==> src/rtl/core/lcts_pkg.sv <==
// ----------------------------------------------------------------------------
// lcts_pkg - shared definitions for the load-cell tare and scale monitor
// Widths, reset values, register indexes, operation codes and the word
// that passes from the front end to the back end through the queue.
// ----------------------------------------------------------------------------
package lcts_pkg;

   // defaults for the top-level parameters
   localparam int SAMPLE_BITS_DEFAULT      = 24;
   localparam int CAL_DIVISOR_BASE_DEFAULT = 1000;

   // fixed field widths
   localparam int CFG_W     = 16;
   localparam int CSR_IDX_W = 2;
   localparam int MAG_W     = 25;
   localparam int DIVISOR_W = 17;
   // widest dividend over the whole SAMPLE_BITS range (32 + 1)
   localparam int WIDE_W    = 33;

   localparam logic [MAG_W-1:0] MAG_MAX = {MAG_W{1'b1}};

   // register indexes
   localparam logic [CSR_IDX_W-1:0] CSR_CAL_SCALE     = 2'd0;
   localparam logic [CSR_IDX_W-1:0] CSR_MIN_TENSION   = 2'd1;
   localparam logic [CSR_IDX_W-1:0] CSR_MAX_TENSION   = 2'd2;
   localparam logic [CSR_IDX_W-1:0] CSR_TIMEOUT_TICKS = 2'd3;

   // register reset values
   localparam logic [CFG_W-1:0] CAL_SCALE_RESET     = 16'd999;
   localparam logic [CFG_W-1:0] MIN_TENSION_RESET   = 16'd0;
   localparam logic [CFG_W-1:0] MAX_TENSION_RESET   = 16'hffff;
   localparam logic [CFG_W-1:0] TIMEOUT_TICKS_RESET = 16'd20000;

   // operation codes
   localparam logic OP_SAMPLE = 1'b0;
   localparam logic OP_TICK   = 1'b1;

   // queue depth between front and back end
   localparam int QUEUE_DEPTH = 2;

   // classified word handed from the front end to the back end
   typedef struct packed {
      logic              op;
      logic              neg;
      logic              err;
      logic              tare;
      logic [WIDE_W-1:0] mag;
   } entry_type;

endpackage

==> src/rtl/core/lcts_divprep.sv <==
// ----------------------------------------------------------------------------
// lcts_divprep - calibration divisor preparation
// Works out (cal_scale + 1) / CAL_DIVISOR_BASE by reciprocal multiplication
// after each write of the calibration word: the product is registered,
// then shifted and clamped to at least one into the divisor register.
// ----------------------------------------------------------------------------
module lcts_divprep #(
   parameter int CAL_DIVISOR_BASE = lcts_pkg::CAL_DIVISOR_BASE_DEFAULT
) (
   input  logic                            clock,
   input  logic                            reset,
   input  logic                            start,
   input  logic [lcts_pkg::CFG_W-1:0]      cal_value,
   output logic                            busy,
   output logic [lcts_pkg::DIVISOR_W-1:0]  divisor
);

   localparam int DW     = lcts_pkg::DIVISOR_W;
   // reciprocal is one bit wider than the dividend
   localparam int MB     = DW + 1;
   localparam int PW     = DW + MB;
   localparam int SH     = DW + $clog2(CAL_DIVISOR_BASE);
   localparam logic [63:0] POW_WIDE   = 64'd1 << SH;
   localparam logic [63:0] RECIP_WIDE = (POW_WIDE + 64'(CAL_DIVISOR_BASE) - 64'd1)
                                      / 64'(CAL_DIVISOR_BASE);
   localparam logic [MB-1:0] RECIP    = MB'(RECIP_WIDE);
   localparam int RST_Q  = (int'(lcts_pkg::CAL_SCALE_RESET) + 1) / CAL_DIVISOR_BASE;
   localparam int RST_D  = (RST_Q == 0) ? 1 : RST_Q;

   logic [DW-1:0] dividend;
   logic [DW-1:0] quo;
   logic [PW-1:0] prod_ff, prod_in;
   logic          busy_ff, busy_in;
   logic [DW-1:0] div_ff, div_in;

   // product with the rounded-up reciprocal, then shift and clamp
   always_comb begin
      dividend = DW'({1'b0, cal_value}) + DW'(1);
      quo      = DW'(prod_ff >> SH);
      prod_in  = prod_ff;
      busy_in  = 1'b0;
      div_in   = div_ff;
      if (start) begin
         prod_in = PW'(dividend) * PW'(RECIP);
         busy_in = 1'b1;
      end else if (busy_ff) begin
         div_in = (quo == '0) ? DW'(1) : quo;
      end
   end

   always_ff @(posedge clock) begin
      prod_ff <= prod_in;
      if (reset) begin
         busy_ff <= 1'b0;
         div_ff  <= DW'(RST_D);
      end else begin
         busy_ff <= busy_in;
         div_ff  <= div_in;
      end
   end

   assign busy    = busy_ff;
   assign divisor = div_ff;

endmodule

==> src/rtl/core/lcts_front.sv <==
// ----------------------------------------------------------------------------
// lcts_front - input acceptance and classification
// Holds the tare offset, the good-sample tick count and the error flag,
// and turns each accepted word into a signed magnitude for the back end.
// ----------------------------------------------------------------------------
module lcts_front #(
   parameter int SAMPLE_BITS = lcts_pkg::SAMPLE_BITS_DEFAULT
) (
   input  logic                              clock,
   input  logic                              reset,
   input  logic                              req_valid,
   output logic                              req_ready,
   input  logic                              req_operation,
   input  logic signed [SAMPLE_BITS-1:0]     req_sample_value,
   input  logic                              req_zero_request,
   input  logic                              req_ready_stuck,
   input  logic [lcts_pkg::CFG_W-1:0]        timeout_ticks,
   input  logic                              stall,
   output logic                              push,
   output lcts_pkg::entry_type               entry
);

   localparam int MW = SAMPLE_BITS + 1;
   localparam int TW = lcts_pkg::CFG_W + 1;

   logic [SAMPLE_BITS-1:0] tare_ff, tare_in, tare_sel;
   logic [TW-1:0]          ticks_ff, ticks_in;
   logic                   err_ff, err_in;
   logic                   tare_done_ff, tare_done_in;
   logic [MW-1:0]          diff, mag;
   logic [TW-1:0]          lim, cnt_next, cnt_sat;

   assign req_ready = !stall;
   assign push      = req_valid && req_ready;

   // tare removal and magnitude
   always_comb begin
      tare_sel = req_zero_request ? req_sample_value : tare_ff;
      diff     = {req_sample_value[SAMPLE_BITS-1], req_sample_value}
               - {tare_sel[SAMPLE_BITS-1], tare_sel};
      mag      = diff[MW-1] ? MW'(~diff + MW'(1)) : diff;
   end

   // tick count with saturation
   always_comb begin
      lim      = TW'({1'b0, timeout_ticks}) + TW'(1);
      cnt_next = TW'(ticks_ff + TW'(1));
      cnt_sat  = (cnt_next > lim) ? lim : cnt_next;
   end

   // state update per accepted word
   always_comb begin
      tare_in      = tare_ff;
      ticks_in     = ticks_ff;
      err_in       = err_ff;
      tare_done_in = tare_done_ff;
      if (push) begin
         if (req_operation == lcts_pkg::OP_TICK) begin
            ticks_in = cnt_sat;
            err_in   = err_ff || (cnt_sat > TW'({1'b0, timeout_ticks}));
         end else begin
            if (req_zero_request) begin
               tare_in      = req_sample_value;
               tare_done_in = 1'b1;
            end
            if (req_ready_stuck) begin
               err_in = 1'b1;
            end else begin
               err_in   = 1'b0;
               ticks_in = '0;
            end
         end
      end
   end

   // word for the queue
   always_comb begin
      entry.op   = req_operation;
      entry.neg  = diff[MW-1];
      entry.err  = err_in;
      entry.tare = tare_done_in;
      entry.mag  = lcts_pkg::WIDE_W'(mag);
   end

   always_ff @(posedge clock) begin
      if (reset) begin
         tare_ff      <= '0;
         ticks_ff     <= '0;
         err_ff       <= 1'b0;
         tare_done_ff <= 1'b0;
      end else begin
         tare_ff      <= tare_in;
         ticks_ff     <= ticks_in;
         err_ff       <= err_in;
         tare_done_ff <= tare_done_in;
      end
   end

endmodule

==> src/rtl/core/lcts_queue.sv <==
// ----------------------------------------------------------------------------
// lcts_queue - short queue between front and back end
// Two-entry first-in first-out store of classified words.
// ----------------------------------------------------------------------------
module lcts_queue (
   input  logic                 clock,
   input  logic                 reset,
   input  logic                 push,
   input  lcts_pkg::entry_type  push_entry,
   output logic                 full,
   output logic                 valid,
   input  logic                 pop,
   output lcts_pkg::entry_type  pop_entry
);

   localparam int DEPTH = lcts_pkg::QUEUE_DEPTH;
   localparam int PW    = $clog2(DEPTH);
   localparam int NW    = $clog2(DEPTH + 1);

   lcts_pkg::entry_type slot_ff [DEPTH];
   logic [PW-1:0]       wr_ptr_ff, wr_ptr_in;
   logic [PW-1:0]       rd_ptr_ff, rd_ptr_in;
   logic [NW-1:0]       count_ff, count_in;

   assign full      = (count_ff == NW'(DEPTH));
   assign valid     = (count_ff != '0);
   assign pop_entry = slot_ff[rd_ptr_ff];

   // pointer and fill count
   always_comb begin
      wr_ptr_in = push ? PW'(wr_ptr_ff + 1'b1) : wr_ptr_ff;
      rd_ptr_in = pop  ? PW'(rd_ptr_ff + 1'b1) : rd_ptr_ff;
      count_in  = count_ff;
      if (push && !pop) begin
         count_in = NW'(count_ff + 1'b1);
      end else if (pop && !push) begin
         count_in = NW'(count_ff - 1'b1);
      end
   end

   always_ff @(posedge clock) begin
      if (push) begin
         slot_ff[wr_ptr_ff] <= push_entry;
      end
   end

   always_ff @(posedge clock) begin
      if (reset) begin
         wr_ptr_ff <= '0;
         rd_ptr_ff <= '0;
         count_ff  <= '0;
      end else begin
         wr_ptr_ff <= wr_ptr_in;
         rd_ptr_ff <= rd_ptr_in;
         count_ff  <= count_in;
      end
   end

endmodule

==> src/rtl/core/lcts_back.sv <==
// ----------------------------------------------------------------------------
// lcts_back - scaling, threshold flags and result register
// Divides the magnitude by the calibration divisor one bit a cycle, sets
// the sign, underload and overload flags and holds the last result word.
// ----------------------------------------------------------------------------
module lcts_back #(
   parameter int SAMPLE_BITS = lcts_pkg::SAMPLE_BITS_DEFAULT
) (
   input  logic                               clock,
   input  logic                               reset,
   input  logic                               q_valid,
   input  lcts_pkg::entry_type                q_entry,
   output logic                               pop,
   input  logic [lcts_pkg::DIVISOR_W-1:0]     divisor,
   input  logic [lcts_pkg::CFG_W-1:0]         min_tension,
   input  logic [lcts_pkg::CFG_W-1:0]         max_tension,
   output logic                               rsp_valid,
   input  logic                               rsp_ready,
   output logic [lcts_pkg::MAG_W-1:0]         rsp_force_magnitude,
   output logic                               rsp_force_negative,
   output logic                               rsp_sensor_error,
   output logic                               rsp_underload,
   output logic                               rsp_overload,
   output logic                               rsp_tare_done
);

   localparam int MW = SAMPLE_BITS + 1;
   localparam int DW = lcts_pkg::DIVISOR_W;
   localparam int CW = $clog2(MW);
   localparam int WW = lcts_pkg::WIDE_W;
   localparam int FW = lcts_pkg::CFG_W;
   localparam int MG = lcts_pkg::MAG_W;

   localparam logic [1:0] S_IDLE = 2'd0;
   localparam logic [1:0] S_DIV  = 2'd1;
   localparam logic [1:0] S_HOLD = 2'd2;

   logic [1:0]    state_ff, state_in;
   logic [CW-1:0] cnt_ff, cnt_in;
   logic [MW-1:0] quo_ff, quo_in;
   logic [DW-1:0] rem_ff, rem_in;
   logic          op_ff, op_in;
   logic          neg_ff, neg_in;
   logic          err_ff, err_in;
   logic          tare_ff, tare_in;

   logic          rsp_valid_ff, rsp_valid_in;
   logic [MG-1:0] mag_ff, mag_in;
   logic          rneg_ff, rneg_in;
   logic          rerr_ff, rerr_in;
   logic          under_ff, under_in;
   logic          over_ff, over_in;
   logic          rtare_ff, rtare_in;

   logic [DW:0]   shifted;
   logic          take;
   logic [WW-1:0] q_wide;
   logic [MG-1:0] q_sat;
   logic [FW-1:0] q_low;
   logic          out_free;

   // one restoring divide step
   always_comb begin
      shifted = {rem_ff, quo_ff[MW-1]};
      take    = (shifted >= {1'b0, divisor});
      q_wide  = WW'(quo_ff);
      q_sat   = (q_wide > WW'(lcts_pkg::MAG_MAX)) ? lcts_pkg::MAG_MAX : q_wide[MG-1:0];
      q_low   = q_sat[FW-1:0];
   end

   assign out_free = !rsp_valid_ff || rsp_ready;
   assign pop      = (state_ff == S_IDLE) && q_valid;

   // sequencer and result register
   always_comb begin
      state_in     = state_ff;
      cnt_in       = cnt_ff;
      quo_in       = quo_ff;
      rem_in       = rem_ff;
      op_in        = op_ff;
      neg_in       = neg_ff;
      err_in       = err_ff;
      tare_in      = tare_ff;
      rsp_valid_in = rsp_valid_ff && !rsp_ready;
      mag_in       = mag_ff;
      rneg_in      = rneg_ff;
      rerr_in      = rerr_ff;
      under_in     = under_ff;
      over_in      = over_ff;
      rtare_in     = rtare_ff;
      unique case (state_ff)
         S_IDLE: begin
            if (q_valid) begin
               op_in   = q_entry.op;
               neg_in  = q_entry.neg;
               err_in  = q_entry.err;
               tare_in = q_entry.tare;
               quo_in  = q_entry.mag[MW-1:0];
               rem_in  = '0;
               cnt_in  = '0;
               state_in = (q_entry.op == lcts_pkg::OP_TICK) ? S_HOLD : S_DIV;
            end
         end
         S_DIV: begin
            rem_in = take ? DW'(shifted - {1'b0, divisor}) : shifted[DW-1:0];
            quo_in = {quo_ff[MW-2:0], take};
            cnt_in = CW'(cnt_ff + 1'b1);
            if (cnt_ff == CW'(MW-1)) begin
               state_in = S_HOLD;
            end
         end
         S_HOLD: begin
            if (out_free) begin
               rsp_valid_in = 1'b1;
               rerr_in      = err_ff;
               rtare_in     = tare_ff;
               if (op_ff == lcts_pkg::OP_SAMPLE) begin
                  mag_in   = q_sat;
                  rneg_in  = neg_ff && (quo_ff != '0);
                  under_in = (q_low < min_tension);
                  over_in  = (q_low > max_tension);
               end
               state_in = S_IDLE;
            end
         end
         default: begin
            state_in = S_IDLE;
         end
      endcase
   end

   always_ff @(posedge clock) begin
      quo_ff  <= quo_in;
      rem_ff  <= rem_in;
      op_ff   <= op_in;
      neg_ff  <= neg_in;
      err_ff  <= err_in;
      tare_ff <= tare_in;
      if (reset) begin
         state_ff     <= S_IDLE;
         cnt_ff       <= '0;
         rsp_valid_ff <= 1'b0;
         mag_ff       <= '0;
         rneg_ff      <= 1'b0;
         rerr_ff      <= 1'b0;
         under_ff     <= 1'b0;
         over_ff      <= 1'b0;
         rtare_ff     <= 1'b0;
      end else begin
         state_ff     <= state_in;
         cnt_ff       <= cnt_in;
         rsp_valid_ff <= rsp_valid_in;
         mag_ff       <= mag_in;
         rneg_ff      <= rneg_in;
         rerr_ff      <= rerr_in;
         under_ff     <= under_in;
         over_ff      <= over_in;
         rtare_ff     <= rtare_in;
      end
   end

   assign rsp_valid           = rsp_valid_ff;
   assign rsp_force_magnitude = mag_ff;
   assign rsp_force_negative  = rneg_ff;
   assign rsp_sensor_error    = rerr_ff;
   assign rsp_underload       = under_ff;
   assign rsp_overload        = over_ff;
   assign rsp_tare_done       = rtare_ff;

`ifndef SYNTHESIS
   // partial remainder stays below the divisor while dividing
   a_rem_below_div: assert property (@(posedge clock) disable iff (reset)
      (state_ff == S_DIV) |-> (rem_ff < divisor))
      else $error("remainder not below divisor");

   // divisor is never zero
   a_div_nonzero: assert property (@(posedge clock) disable iff (reset)
      (divisor != '0))
      else $error("zero divisor");

   // a tick word skips the divider
   a_tick_no_div: assert property (@(posedge clock) disable iff (reset)
      (pop && (q_entry.op == lcts_pkg::OP_TICK)) |=> (state_ff == S_HOLD))
      else $error("tick entered divider");

   // a result word is loaded only while the result register is free
   a_load_when_free: assert property (@(posedge clock) disable iff (reset)
      ((state_ff == S_HOLD) && rsp_valid_ff && !rsp_ready) |=> (state_ff == S_HOLD))
      else $error("result overwritten while waiting");
`endif

endmodule

==> src/rtl/core/load_cell_tare_scale_monitor.sv <==
// A sample word goes from the queue through the bit-serial divider in the back end
// to the result register and rsp_valid; a tick word skips the divider.
// The back end takes a new word only once it has loaded the last result;
// a two-word queue lets input words be taken while the back end divides.
// After a calibration write, input is held off while the divisor is formed.
// Reset is synchronous, active high; the CSRs return to their documented reset values.
// ----------------------------------------------------------------------------
// load_cell_tare_scale_monitor - load-cell tare and scale monitor
// Removes a tare offset from signed samples, scales by the calibration
// divisor and reports force, sign, thresholds and sensor health.
// ----------------------------------------------------------------------------
module load_cell_tare_scale_monitor #(
   parameter int SAMPLE_BITS      = lcts_pkg::SAMPLE_BITS_DEFAULT,
   parameter int CAL_DIVISOR_BASE = lcts_pkg::CAL_DIVISOR_BASE_DEFAULT
) (
   input  logic                               clock,
   input  logic                               reset,
   input  logic                               req_valid,
   output logic                               req_ready,
   input  logic                               req_operation,
   input  logic signed [SAMPLE_BITS-1:0]      req_sample_value,
   input  logic                               req_zero_request,
   input  logic                               req_ready_stuck,
   output logic                               rsp_valid,
   input  logic                               rsp_ready,
   output logic [lcts_pkg::MAG_W-1:0]         rsp_force_magnitude,
   output logic                               rsp_force_negative,
   output logic                               rsp_sensor_error,
   output logic                               rsp_underload,
   output logic                               rsp_overload,
   output logic                               rsp_tare_done,
   input  logic                               csr_write_enable,
   input  logic [lcts_pkg::CSR_IDX_W-1:0]     csr_index,
   input  logic [lcts_pkg::CFG_W-1:0]         csr_write_data
);

   logic [lcts_pkg::CFG_W-1:0]     cal_ff, cal_in;
   logic [lcts_pkg::CFG_W-1:0]     min_ff, min_in;
   logic [lcts_pkg::CFG_W-1:0]     max_ff, max_in;
   logic [lcts_pkg::CFG_W-1:0]     timeout_ff, timeout_in;
   logic                           cal_write;
   logic                           prep_busy;
   logic [lcts_pkg::DIVISOR_W-1:0] divisor;
   logic                           q_full, q_valid, push, pop;
   lcts_pkg::entry_type            push_entry, pop_entry;

   // configuration registers
   always_comb begin
      cal_in     = cal_ff;
      min_in     = min_ff;
      max_in     = max_ff;
      timeout_in = timeout_ff;
      cal_write  = 1'b0;
      if (csr_write_enable) begin
         unique case (csr_index)
            lcts_pkg::CSR_CAL_SCALE: begin
               cal_in    = csr_write_data;
               cal_write = 1'b1;
            end
            lcts_pkg::CSR_MIN_TENSION:   min_in     = csr_write_data;
            lcts_pkg::CSR_MAX_TENSION:   max_in     = csr_write_data;
            lcts_pkg::CSR_TIMEOUT_TICKS: timeout_in = csr_write_data;
            default: begin
               cal_write = 1'b0;
            end
         endcase
      end
   end

   always_ff @(posedge clock) begin
      if (reset) begin
         cal_ff     <= lcts_pkg::CAL_SCALE_RESET;
         min_ff     <= lcts_pkg::MIN_TENSION_RESET;
         max_ff     <= lcts_pkg::MAX_TENSION_RESET;
         timeout_ff <= lcts_pkg::TIMEOUT_TICKS_RESET;
      end else begin
         cal_ff     <= cal_in;
         min_ff     <= min_in;
         max_ff     <= max_in;
         timeout_ff <= timeout_in;
      end
   end

   // divisor from the calibration word
   lcts_divprep #(
      .CAL_DIVISOR_BASE (CAL_DIVISOR_BASE)
   ) u_divprep (
      .clock     (clock),
      .reset     (reset),
      .start     (cal_write),
      .cal_value (cal_in),
      .busy      (prep_busy),
      .divisor   (divisor)
   );

   // front end
   lcts_front #(
      .SAMPLE_BITS (SAMPLE_BITS)
   ) u_front (
      .clock            (clock),
      .reset            (reset),
      .req_valid        (req_valid),
      .req_ready        (req_ready),
      .req_operation    (req_operation),
      .req_sample_value (req_sample_value),
      .req_zero_request (req_zero_request),
      .req_ready_stuck  (req_ready_stuck),
      .timeout_ticks    (timeout_ff),
      .stall            (q_full || prep_busy),
      .push             (push),
      .entry            (push_entry)
   );

   // queue between the two halves
   lcts_queue u_queue (
      .clock      (clock),
      .reset      (reset),
      .push       (push),
      .push_entry (push_entry),
      .full       (q_full),
      .valid      (q_valid),
      .pop        (pop),
      .pop_entry  (pop_entry)
   );

   // back end
   lcts_back #(
      .SAMPLE_BITS (SAMPLE_BITS)
   ) u_back (
      .clock               (clock),
      .reset               (reset),
      .q_valid             (q_valid),
      .q_entry             (pop_entry),
      .pop                 (pop),
      .divisor             (divisor),
      .min_tension         (min_ff),
      .max_tension         (max_ff),
      .rsp_valid           (rsp_valid),
      .rsp_ready           (rsp_ready),
      .rsp_force_magnitude (rsp_force_magnitude),
      .rsp_force_negative  (rsp_force_negative),
      .rsp_sensor_error    (rsp_sensor_error),
      .rsp_underload       (rsp_underload),
      .rsp_overload        (rsp_overload),
      .rsp_tare_done       (rsp_tare_done)
   );

endmodule
==> config.mk <==
export PLATFORM = sky130hd
export DESIGN_NAME = load_cell_tare_scale_monitor
export DESIGN_NICKNAME = d
export VERILOG_FILES = /design/src/rtl/core/lcts_pkg.sv /design/src/rtl/core/lcts_divprep.sv /design/src/rtl/core/lcts_front.sv /design/src/rtl/core/lcts_queue.sv /design/src/rtl/core/lcts_back.sv /design/src/rtl/core/load_cell_tare_scale_monitor.sv
export SDC_FILE = /design/constraint.sdc
export NUM_CORES = 1
export LEC_CHECK = 0
export ABC_AREA = 1
export BUFFER_PORTS_ARGS = -buffer_cell sky130_fd_sc_hd__buf_2
export CORE_MARGIN = 2
export CORE_UTILIZATION = 45
export DETAILED_ROUTE_END_ITERATION = 7
export GPL_ROUTABILITY_DRIVEN = 0
export HOLD_SLACK_MARGIN = 0.12
export MAX_ROUTING_LAYER = met4
export PLACE_DENSITY = 0.58
export RECOVER_POWER = 25
export SLEW_MARGIN = 20
export SYNTH_ARGS = -nofsm -noshare
export SYNTH_HDL_FRONTEND = slang
export SYNTH_SLANG_ARGS = --single-unit
==> constraint.sdc <==
create_clock -name clock -period 11.12 [get_ports clock]
set_input_delay 1.112 -clock clock [delete_from_list [all_inputs] [get_ports clock]]
set_output_delay 1.112 -clock clock [all_outputs]
set_load 0.01 [all_outputs]
# Word level (Yosys, flattened, before mapping)
# Memory sizes are Yosys's and may differ from the RTL's. A register that Yosys moved wholly into a read port is not among the register bits.
# Index checks and enable logic that the tools add are counted.
[classes]
addsub = 11
multipliers = 1
div = 0
n_lt_le_gt_ge = 5
eq_ne = 11
shifts = 0
n_mux = 37
n_bitwise = 4
n_reduce_logical = 32
[op_table]
columns = ["cell", "count"]
rows = [
  ["$mux 17", 5],
  ["$mux 25", 2],
  ["$pmux 25 s2", 1],
  ["$add 16x1->17 const B", 2],
  ["$mul 17x17->34 const B", 1],
  ["$pmux 17 s2", 1],
  ["$mux 16", 2],
  ["$add 25x1->25 const B", 1],
  ["$not 25->25", 1],
  ["$reduce_bool 25->1", 1],
  ["$sub 24x24->25", 1],
  ["$mux 24", 1],
  ["$ge 18x17->1", 1],
  ["$reduce_and 2->1", 9],
  ["$add 17x1->17 const B", 1],
  ["$gt 17x16->1", 1],
  ["$gt 17x17->1", 1],
  ["$logic_not 17->1", 1],
  ["$sub 17x17->17", 1],
  ["$gt 16x16->1", 1],
  ["$lt 16x16->1", 1],
  ["$mux 1", 15],
  ["$mux 2", 6],
  ["$pmux 5 s2", 1],
  ["19 further kinds", 43],
]
[totals]
reg_bits = 247
latchBits = 0
ram_bits = 58
mem_bits_ro = 0
inputBits = 50
out_inout_bits = 32
wordCells = 131
memories = 1
[memory_table]
columns = ["memory", "words", "width", "rd", "rd_clocked_by_memory_dff", "write_ports", "line_no", "text"]
rows = [
  ["u_queue.slot_ff", 2, 29, 1, 1, 1, "lcts_queue.sv:20", "lcts_pkg::entry_type slot_ff [DEPTH];"],
]

# Logic depth before layout (Yosys ltp)
# Gate-level depths: netlist (run 1).
[depth]
ltp_word = 8
depth_mapped = 37
ltp_nobuf = 36

# By module
# A second synthesis (run 1) with hierarchy kept.
[hier_totals]
hier_cells = 3038
area_unflattened_um2 = 22435.3
[modules_own_cells]
columns = ["module", "n_inst", "cells_per_inst", "area_per_inst_um2", "seq_area_each_um2"]
rows = [
  ["lcts_front", 1, 1060, 6047.0, 860.8],
  ["lcts_back", 1, 760, 5485.3, 2142.1],
  ["lcts_divprep", 1, 687, 5151.2, 420.4],
  ["lcts_queue", 1, 148, 3049.2, 2322.2],
  ["load_cell_tare_scale_monitor", 1, 383, 2702.6, 1281.2],
]

# Least setup slack after synthesis (run 1)
# Ideal clock, no wire load.
[synth_timing]
path_type = "input to register"
startpoint = "input csr_index[1] (netlist bit)"
endpoint = "register u_divprep.prod_ff[31] (data pin)"
setup_ns = 0.258
arrival_time_ns = 6.535
required_ns = 10.862
setup_slack_ns = 4.327
path_stages = 33
n_path_buf = 1
cell_sequence = "nor2_2 -> nand2_4 -> inv_2 -> buf_6 -> nand2_1 -> nand2_2 -> ha_1 -> o211ai_4 -> nor2_4 -> nand2_4 -> nor2_4 -> nand4_4 -> nor2_1 -> nor2_1 -> nor2_1 -> ha_1 -> fa_1 -> inv_1 -> fa_1 -> inv_1 -> fa_1 -> inv_1 -> fa_1 -> inv_1 -> ha_1 -> a21oi_1 -> inv_1 -> a21oi_1 -> nor2_1 -> o21ai_0 -> o2111a_1 -> nand2_1 -> xor2_1"
[synth_between]
elab_chain_len = 5
[synth_lines]
columns = ["element", "line_no", "text"]
rows = [
  ["start: declaration", "load_cell_tare_scale_monitor.sv:33", "input logic [lcts_pkg::CSR_IDX_W-1:0] csr_index,"],
  ["$logic_not 2->1", "load_cell_tare_scale_monitor.sv:55", "unique case (csr_index)"],
  ["$mux 16", "load_cell_tare_scale_monitor.sv:55", ""],
  ["$mux 16", "load_cell_tare_scale_monitor.sv:54", "if (csr_write_enable) begin"],
  ["net cal_in, one bit", "load_cell_tare_scale_monitor.sv:37", "logic [lcts_pkg::CFG_W-1:0] cal_ff, cal_in;"],
  ["$add 16x1->17", "lcts_divprep.sv:38", "dividend = DW'({1'b0, cal_value}) + DW'(1);"],
  ["$mul 17x17->34", "lcts_divprep.sv:44", "prod_in = PW'(dividend) * PW'(RECIP);"],
  ["end signal: assignment", "lcts_divprep.sv:52", "prod_ff <= prod_in;"],
  ["end: declaration", "lcts_divprep.sv:32", "logic [PW-1:0] prod_ff, prod_in;"],
]
# The timed path passes the listed nets, and every way through them passes these cells.
# A chain may end at the register's enable or synchronous reset.

# Worst setup path in the final report (run 1)
[layout_timing]
startpoint = "input csr_index[1] (netlist bit)"
endpoint = "register u_divprep.prod_ff[31] (data pin)"
[layout_between]
elab_chain_len = 5
[layout_lines]
columns = ["element", "line_no"]
rows = [
  ["$logic_not 2->1", "load_cell_tare_scale_monitor.sv:55"],
  ["$mux 16", "load_cell_tare_scale_monitor.sv:55"],
  ["$mux 16", "load_cell_tare_scale_monitor.sv:54"],
  ["$add 16x1->17", "lcts_divprep.sv:38"],
  ["$mul 17x17->34", "lcts_divprep.sv:44"],
]
# No other way between the ends.

==> impl_metrics.toml, run 1 <==
[global_routing]
grt_max_degree = 84
grt_pass1_wl_um = 80600
grt-ovfl-total = 0
grt_pass1_vias = 15900
antenna_found_initial = 1
grt_usage = 0.228

[sta]
setup_viol = 0
timing.fmax_mhz = 124
final.period_utilization = 0.724
slew_headroom = -1.31
finClkSkew_ps = 10.0
worstMarginPinSlew_ps = 3470
setup_tns_ps = 0
period_needed_ps = 8050
hold_violations = 0
rsz0062_at_grt = "no"
hold-worst-slack_ps = 452
slew_viol_final = 195

[cts]
cts_tree = "yes"
clockBufferDepth = 3
cts_buffers = 31
clk_latency_ps = 580
cts.sinks = 271
cts_hold_buf = 0
htree_levels = 1
path_clk_slew_ps = 60
root_buffer = "clkbuf_16"
ctsResizeCount = 0
cts_setup_buffers = 0

[finish]
syn_to_final_growth_pct = 10.0
final_cells = 3188
drive_gt1_frac = 0.0846
nNetsFinal = 2909
fillerInstances = 4291

[run]
maxCapViolations = 4

[worst_setup_path]
cp_common_cell = "inv_1"
timing.rr.start = "cal_ff[0]$_SDFF_PP1_"
cp-start-kind = "input port"
end_kind = "register"
cpPeakStageDelay_ps = 740
cpMaxStageDelayCell = "nand2_1"
criticalPathCategory = "input port to register"
arrival_ps = 8380
cp.required_ps = 11450
regToRegSetupSlack_ps = 4830
reg2regPathDepth = 31
worst-path-max-fanout = 24
r2r-end = "u_divprep.prod_ff[31]$_DFFE_PP_"

[routing]
first_pass_iters = 8
wl_per_cell_um = 15.5
routed-via-count = 16500
drtIter0Drc = 880
ant_nets = 0
drcViolationCount = 0
viasPerCell = 5.18
totalWireLength_um = 49300

[synthesis]
yosysTopAreaCellShare = 0.170
async_flop_share = 0
yosys.area_share.simple = 0.204
syn_area_um2 = 19800
synth_cells = 2517
synthXorXnorAreaFrac = 0.0288
synth-edff-count = 112
ys_ff_latch = 271
synth_top_family_by_area = "simple AND/OR/NAND/NOR gates"
synth_nets = 2849
syn_avg_cell_area_um2 = 7.85
yosysTopAreaCell = "edfxtp_1"
yosysSeqAreaShare = 0.331
synth-compound-area-share = 0.138
synth_mux_area_frac = 0.0144
yosysMostFrequentCell = "nand2_1"
ys.flop_type = "dfxtp_1"
yosysWarnings = 0
synth_common_cells = "nand2_1, inv_1, ha_1"
yosysUniqueCellTypes = 60
synthAdderAreaFrac = 0.195
ys_top_cells_by_area = "edfxtp_1, dfxtp_1, ha_1"

[power_and_ir_drop]
p_total_mw = 4.68
p_int_mw = 2.66
p_leak_nw = 10.3
p_switching_mw = 2.02
p_clk_frac = 0.221
combinationalPowerShare = 0.458
p_seq_frac = 0.321
ir_worst_vdd_mv = 0.173
power.share.switching = 0.432
p_per_area_nw_per_um2 = 215

[die]
io_pins = 82
start_util = 0.457
dieWidth_um = 214
core_um2 = 43300
dieArea_um2 = 45600
row_count = 76
die_h_um = 214

[worst_hold_path]
hp-class = "register to register"
hold_start = "u_front.tare_ff[0]$_SDFFE_PP0P_"
hold-path-endpoint = "u_front.tare_ff[0]$_SDFFE_PP0P_"
hold_path_depth = 2

[status]
status = "finished, violations left"
violations = "max-capacitance violations, max-slew violations"

[place]
place.port_buffers = 81
dp.cells = 3129
hpwl_um = 38200
-- per-stage QoR --
stage / utilization / area, um^2 / setup WS, ps
after floorplan: - / 19800 / 4330
after CTS: 0.503 / 21800 / 3940
after global routing: 0.503 / 21800 / 2440
after detailed placement: 0.479 / 20700 / 3340
after global placement: 0.479 / 20700 / 3410
final: 0.503 / 21800 / 3070
-- state kept, by name (all words and copies together) (netlist names), 2 cells and up, named ones only --
name,count
u_divprep.prod_ff,8
cal_ff,16
u_queue.count_ff,2
u_back.rem_ff,17
max_ff,16
timeout_ff,16
u_front.ticks_ff,17
u_back.cnt_ff,5
min_ff,16
u_divprep.divisor,8
u_back.rsp_force_magnitude,25
u_back.q_sat,25
u_front.tare_ff,24
u_back.state_ff,2
u_queue.slot_ff,58
-- worst max path at each step --
| stage | from | to | slack (ps) | depth (start not counted) |
|---|---|---|---|---|
| global placement | csr_index[1] | u_divprep.prod_ff[31]$_DFFE_PP_ | 3410 | 33 |
| finish | csr_index[1] | u_divprep.prod_ff[31]$_DFFE_PP_ | 3070 | 29 |
| global route | csr_index[1] | u_divprep.prod_ff[31]$_DFFE_PP_ | 2440 | 33 |
| detailed placement | csr_index[1] | u_divprep.prod_ff[31]$_DFFE_PP_ | 3340 | 33 |
| CTS | csr_index[1] | u_divprep.prod_ff[31]$_DFFE_PP_ | 3940 | 33 |
| floorplan | csr_index[1] | u_divprep.prod_ff[31]$_DFFE_PP_ | 4330 | 33 |
-- worst max-delay path: cells and delay by family --
family / cells / cell delay, ps
AO/OA/AOI/OAI: 5 / 790
XOR/XNOR: 2 / 760
adder cells (fa/ha/maj): 7 / 2990
buffers and inverters: 8 / 1150
AND/OR/NAND/NOR: 7 / 1560
-- per-layer routing --
metal	GRT usage	part of all wire	vias up
met3	0.0256	0.039	67
met2	0.369	0.45	282
met5	-	0	-
met1	0.306	0.49	7642
li1	-	-	8518
met4	0.0546	0.022	0
-- power groups by stage --
stage | Sequential, mW | Clock, mW | Combinational (mW)
detailed placement | 1.51 | 0 | 2.14
CTS | 1.49 | 1.06 | 2.16
floorplan | 1.43 | 0 | 1.57
global placement | 1.51 | 0 | 2.10
finish | 1.50 | 1.04 | 2.14
global route | 1.53 | 1.09 | 2.49
-- layout make-up --
cell class                      count  area (um^2)  area share
Antenna cell                        1         2.50    0.000115
Multi-Input combinational cell   1793        11500       0.529
Timing Repair Buffer               92          474      0.0218
Tap cell                          585          732      0.0336
Clock inverter                     20          175     0.00805
Sequential cell                   271         6550       0.301
Clock buffer                       38          865      0.0397
Inverter                          388         1460      0.0670
-- cell families (layout without fill, tap and decap cells) --
| logic type | Yosys count | count (layout) |
|---|---|---|
| xor gates and xnor gates | 65 | 65 |
| buffers and inverters | 453 | 538 |
| adders and majority gates | 282 | 282 |
| AOI/OAI and AO/OA | 484 | 484 |
| DFF | 271 | 271 |
| other | 0 | 1 |
| muxes | 28 | 28 |
| and+or+nand+nor | 934 | 934 |
-- placed cells by master (no fill, tap or decap), drive strengths merged, types with 44 or more instances in the layout --
master / Yosys / final
a21oi: 214 / 214
buf: 11 / 87
dfxtp: 159 / 159
edfxtp: 112 / 112
fa: 44 / 44
ha: 238 / 238
inv: 383 / 386
nand2: 476 / 476
nand3: 98 / 98
nand4: 47 / 47
nor2: 245 / 245
o21ai: 191 / 191
xor2: 52 / 52
No activity file was read; power rests on OpenSTA's default activity.
==> inputs of run 2 (changes only) <==
Settings changed: PLACE_DENSITY 0.58 to 0.61.
Clock period 11.12 ns to 7.15 ns, I/O delays scaled along.
==> run 2 against run 1 <==
Net effect:
- the flow still finishes with violations (max-capacitance violations, max-slew violations)
- total power is 53% higher
- sequential power is 55% higher
- flip-flop and latch count stayed put
==> impl_metrics.toml, run 2 (same netlist as run 1, synthesis figures left out) <==
[routing]
ant_nets = 0
totalWireLength_um = 49500
wl_met3_um = 2220
wl_met2_um = 22400
routed-via-count = 16600
wl_per_cell_um = 15.5
drcViolationCount = 0
first_pass_iters = 5
viasPerCell = 5.18
drtIter0Drc = 1052
m1WireLength_um = 24000
routed.top_layer = "met4"

[cts]
cts_setup_buffers = 0
cts_hold_buf = 0
clk_latency_ps = 570
cts_tree = "yes"
root_buffer = "clkbuf_16"
path_clk_slew_ps = 60
ctsResizeCount = 0
clockBufferDepth = 3
cts_buffers = 31
htree_levels = 1
cts.sinks = 271

[global_routing]
grt_max_degree = 95
grt_pass1_wl_um = 80900
grt_pass1_vias = 15900
grt-ovfl-total = 0
grt_usage = 0.227
antenna_found_initial = 1

[finish]
post-route-util = 0.502
regMostFlops = "u_queue.slot_ff"
largest_reg_flops = 58
drive_gt1_frac = 0.0743
final_cells = 3198
final_area_um2 = 21700
syn_to_final_growth_pct = 9.95
final_cell_mix = "nand2_1, inv_1, ha_1, nor2_1, a21oi_1"
final_common_cell = "nand2_1"
nNetsFinal = 2920

[worst_setup_path]
cpMaxStageDelayCell = "fa_1"
end_kind = "register"
worst-path-max-fanout = 19
cp_common_cell = "inv_1"
arrival_ps = 6730
startpoint = "csr_index[0]"
timing.rr.start = "cal_ff[0]$_SDFF_PP1_"
regToRegSetupSlack_ps = 1080
criticalPathCategory = "input port to register"
cp-endpoint = "u_divprep.prod_ff[31]$_DFFE_PP_"
cp.required_ps = 7470
r2r-end = "u_divprep.prod_ff[31]$_DFFE_PP_"
cp-start-kind = "input port"
reg2regPathDepth = 32
cpPeakStageDelay_ps = 550

[power_and_ir_drop]
ir_worst_vdd_mv = 0.202
p_clk_frac = 0.211
p_per_area_nw_per_um2 = 329
p_leak_nw = 10.2
p_total_mw = 7.16
p_switching_mw = 3.08
p_int_mw = 4.08
combinationalPowerShare = 0.466
power.share.switching = 0.430
p_seq_frac = 0.324

[sta]
slew_headroom = -1.55
rsz0062_at_grt = "no"
period_needed_ps = 6410
finClkSkew_ps = 9.08
timing.final.ws_setup_ps = 742
setup_viol = 0
hold_violations = 0
setup_tns_ps = 0
final.period_utilization = 0.896
slew_viol_final = 287
timing.fmax_mhz = 156
worstMarginPinSlew_ps = 3830
hold-worst-slack_ps = 435

[worst_hold_path]
hold_start = "rsp_ready"
hp-class = "input port to register"

[place]
pre_cts_ws_ps = 259
dp.cells = 3140
place.port_buffers = 81
hpwl_um = 38700
place_area_um2 = 20800

[die]
core_um2 = 43300
die_h_um = 214
dieWidth_um = 214
start_util = 0.457
row_count = 76
io_pins = 82
dieArea_um2 = 45600

[status]
violations = "max-capacitance violations, max-slew violations"
status = "finished, violations left"

[run]
maxCapViolations = 5
==> run 2: changes by cell type in the layout (fill, tap and decap cells not counted), sizes merged <==
cell	delta
clkbuf	+28
buf	-17
inv	-3
clkinv	+1
clkinvlp	+1
==> run 2: power by group through the flow <==
stage | Combinational [mW] | Sequential [mW] | Clock (mW)
final | 3.33 | 2.32 | 1.51
after global routing | 3.85 | 2.35 | 1.61
after CTS | 3.36 | 2.30 | 1.55
after detailed placement | 3.32 | 2.34 | 0
after global placement | 3.25 | 2.33 | 0
after floorplan | 2.44 | 2.23 | 0
==> run 2: worst min-delay path by stage <==
stage / slack (ps) / cells after the start / to
2_1_floorplan: 420 / 2 / min_ff[0]$_SDFFE_PP0P_
3_3_place_gp: 430 / 1 / register
3_5_place_dp: 440 / 2 / u_front.tare_ff[0]$_SDFFE_PP0P_
4_1_cts: 400 / 1 / u_queue.slot_ff[0][28]$_DFFE_PP_
5_1_grt: 470 / 4 / u_back.rsp_valid$_SDFF_PP0_
6_report: 440 / 4 / u_back.rsp_valid$_SDFF_PP0_
==> run 2: routing by layer <==
metal,vias to the layer above,track usage
met2,286,0.367
met5,-,-
met3,58,0.0303
li1,8535,-
met1,7690,0.307
met4,0,0.0469
==> run 2: final cells by class <==
class,instances,area (um^2)
Fill cell,4196,21500
Sequential cell,271,6550
Inverter,388,1460
Antenna cell,1,2.50
Clock buffer,38,802
Timing Repair Buffer,103,522
Clock inverter,19,160
Tap cell,585,732
Multi-Input combinational cell,1793,11500
==> run 2: worst max-delay path: cells and delay by family <==
kind	cells	cell delay, ps
adders and majority gates	7	2770
buffers and inverters	10	1050
and+or+nand+nor	9	1130
xor gates and xnor gates	1	140
AOI/OAI and AO/OA	6	930
==> inputs of run 3 (changes only) <==
Settings changed: BUFFER_PORTS_ARGS -buffer_cell sky130_fd_sc_hd__buf_2 to unset, DONT_BUFFER_PORTS set to 1, PLACE_DENSITY 0.61 to 0.59.
==> run 3 against run 2 <==
Net effect:
- the run still ends with max-capacitance violations, max-slew violations left
- core utilization shrank 0.80 points
- combinational power fell by 3%
- clock power increased by 7%
- maximum frequency shrank 0.88%
- final area fell by 1.6%
- sequential share of layout area rose by 0.49 points
- clock-buffer cell count increased by 1
- sequential power hardly changed
- non-clock buffer count shrank 87
- cell count shrank 2.8%
- critical path depth is 4 lower
- critical endpoint unchanged
- largest cell class unchanged
==> impl_metrics.toml, run 3 (same netlist as run 1, synthesis figures left out) <==
[routing]
totalWireLength_um = 49400
wl_per_cell_um = 15.9
first_pass_iters = 5
routed-via-count = 16400
drcViolationCount = 0
drtIter0Drc = 1056
viasPerCell = 5.28
ant_nets = 0

[finish]
fillerInstances = 4126
syn_to_final_growth_pct = 8.21
nNetsFinal = 2833
largest_reg_flops = 58
final_cell_mix = "nand2_1, inv_1, ha_1, nor2_1, a21oi_1"
num_antenna_cells = 0
regMostFlops = "u_queue.slot_ff"
drive_gt1_frac = 0.0574
post-route-util = 0.494
final_common_cell = "nand2_1"

[status]
status = "finished, violations left"
violations = "max-capacitance violations, max-slew violations"

[worst_hold_path]
hp-class = "input port to register"
hold_start = "reset"
hold_path_depth = 1
hold-path-endpoint = "u_back.cnt_ff[4]$_SDFFE_PP0P_"

[die]
core_um2 = 43300
dieArea_um2 = 45600
io_pins = 82
row_count = 76
die_h_um = 214
dieWidth_um = 214
start_util = 0.457

[global_routing]
grt_usage = 0.228
grt_max_degree = 95
antenna_found_initial = 0
grt-ovfl-total = 0
grt_pass1_wl_um = 80700
grt_pass1_vias = 15600

[worst_setup_path]
cp.required_ps = 7480
arrival_ps = 6800
timing.rr.start = "cal_ff[0]$_SDFF_PP1_"
cpMaxStageDelayCell = "fa_1"
path_buf_inv = 7
r2r-end = "u_divprep.prod_ff[31]$_DFFE_PP_"
reg2regPathDepth = 28
regToRegSetupSlack_ps = 1140
cp-start-kind = "input port"
end_kind = "register"
cp_common_cell = "inv_1"
cpPeakStageDelay_ps = 550
worst-path-max-fanout = 24
criticalPathCategory = "input port to register"
crit_family = "adder cells"

[sta]
rsz0062_at_grt = "no"
final.period_utilization = 0.904
setup_tns_ps = 0
setup_viol = 0
slew_headroom = -1.58
slew_viol_final = 149
hold_violations = 0
period_needed_ps = 6460
timing.fmax_mhz = 155
finClkSkew_ps = 18.5
worstMarginPinSlew_ps = 3880
timing.final.ws_setup_ps = 686

[power_and_ir_drop]
p_leak_nw = 9.98
ir_worst_vdd_mv = 0.234
p_per_area_nw_per_um2 = 334

[cts]
cts.sinks = 271
clockBufferDepth = 3
cts_setup_buffers = 0
root_buffer = "clkbuf_16"
ctsResizeCount = 0
cts_hold_buf = 0
clk_latency_ps = 590
cts_tree = "yes"
cts_buffers = 31
path_clk_slew_ps = 60
htree_levels = 1

[place]
hpwl_um = 38400
place.port_buffers = 0
pre_cts_ws_ps = 300

[run]
maxCapViolations = 2
run 3: cell count changes in the layout (fill, tap and decap cells not counted), sizes merged:
cell      previous run  this run
buf                 70        14
clkbuf              71        41
clkinvlp             6         1
inv                383       385
bufinv               2         3
clkinv              16        17
diode                1         0
run 3: metal layers:
| metal | wire length (um) | vias up | track usage |
|---|---|---|---|
| met3 | 2560 | 64 | 0.0290 |
| met5 | 0 | - | - |
| met4 | 966 | 0 | 0.0484 |
| met2 | 22300 | 333 | 0.370 |
| met1 | 23600 | 7655 | 0.308 |
| li1 | - | 8363 | - |
run 3: power breakdown:
part / switching (mW) / internal, mW / total [mW] / leakage [nW]
logic: 2.10 / 1.12 / 3.22 / 7.10
registers: 0.277 / 2.05 / 2.32 / 2.37
clock network: 0.660 / 0.951 / 1.61 / 0.511
run 3: worst max path at each step:
stage | startpoint | to | slack (ps) | cells past startpoint
2_1_floorplan | csr_index[1] | u_divprep.prod_ff[31]$_DFFE_PP_ | 750 | 33
3_3_place_gp | csr_index[1] | u_divprep.prod_ff[31]$_DFFE_PP_ | 440 | 33
3_5_place_dp | csr_index[1] | u_divprep.prod_ff[31]$_DFFE_PP_ | 300 | 29
4_1_cts | csr_index[1] | u_divprep.prod_ff[31]$_DFFE_PP_ | 900 | 29
5_1_grt | csr_index[1] | u_divprep.prod_ff[31]$_DFFE_PP_ | 230 | 32
6_report | csr_index[1] | u_divprep.prod_ff[31]$_DFFE_PP_ | 690 | 29
run 3: final cells by class:
| type | count | area [um^2] | share of cell area |
|---|---|---|---|
| well taps | 585 | 732 | 0.0342 |
| multi-input cells | 1793 | 11500 | 0.538 |
| inverters | 388 | 1460 | 0.0681 |
| clock buffers | 39 | 856 | 0.0400 |
| repair buffers | 16 | 113 | 0.00526 |
| clock inverters | 18 | 174 | 0.00813 |
| flip-flops and latches | 271 | 6550 | 0.306 |
run 3: metrics by stage:
| step | area [um^2] | power (mW) | hold slack [ps] | cells |
|---|---|---|---|---|
| 2_1_floorplan | 19800 | 4.67 | 420 | 2517 |
| 3_3_place_gp | 20400 | 5.50 | 427 | 3053 |
| 3_5_place_dp | 20400 | 5.55 | 432 | 3053 |
| 4_1_cts | 21400 | 7.20 | 183 | 3110 |
| 5_1_grt | 21400 | 7.82 | 187 | 3110 |
| 6_report | 21400 | 7.15 | 215 | 3110 |
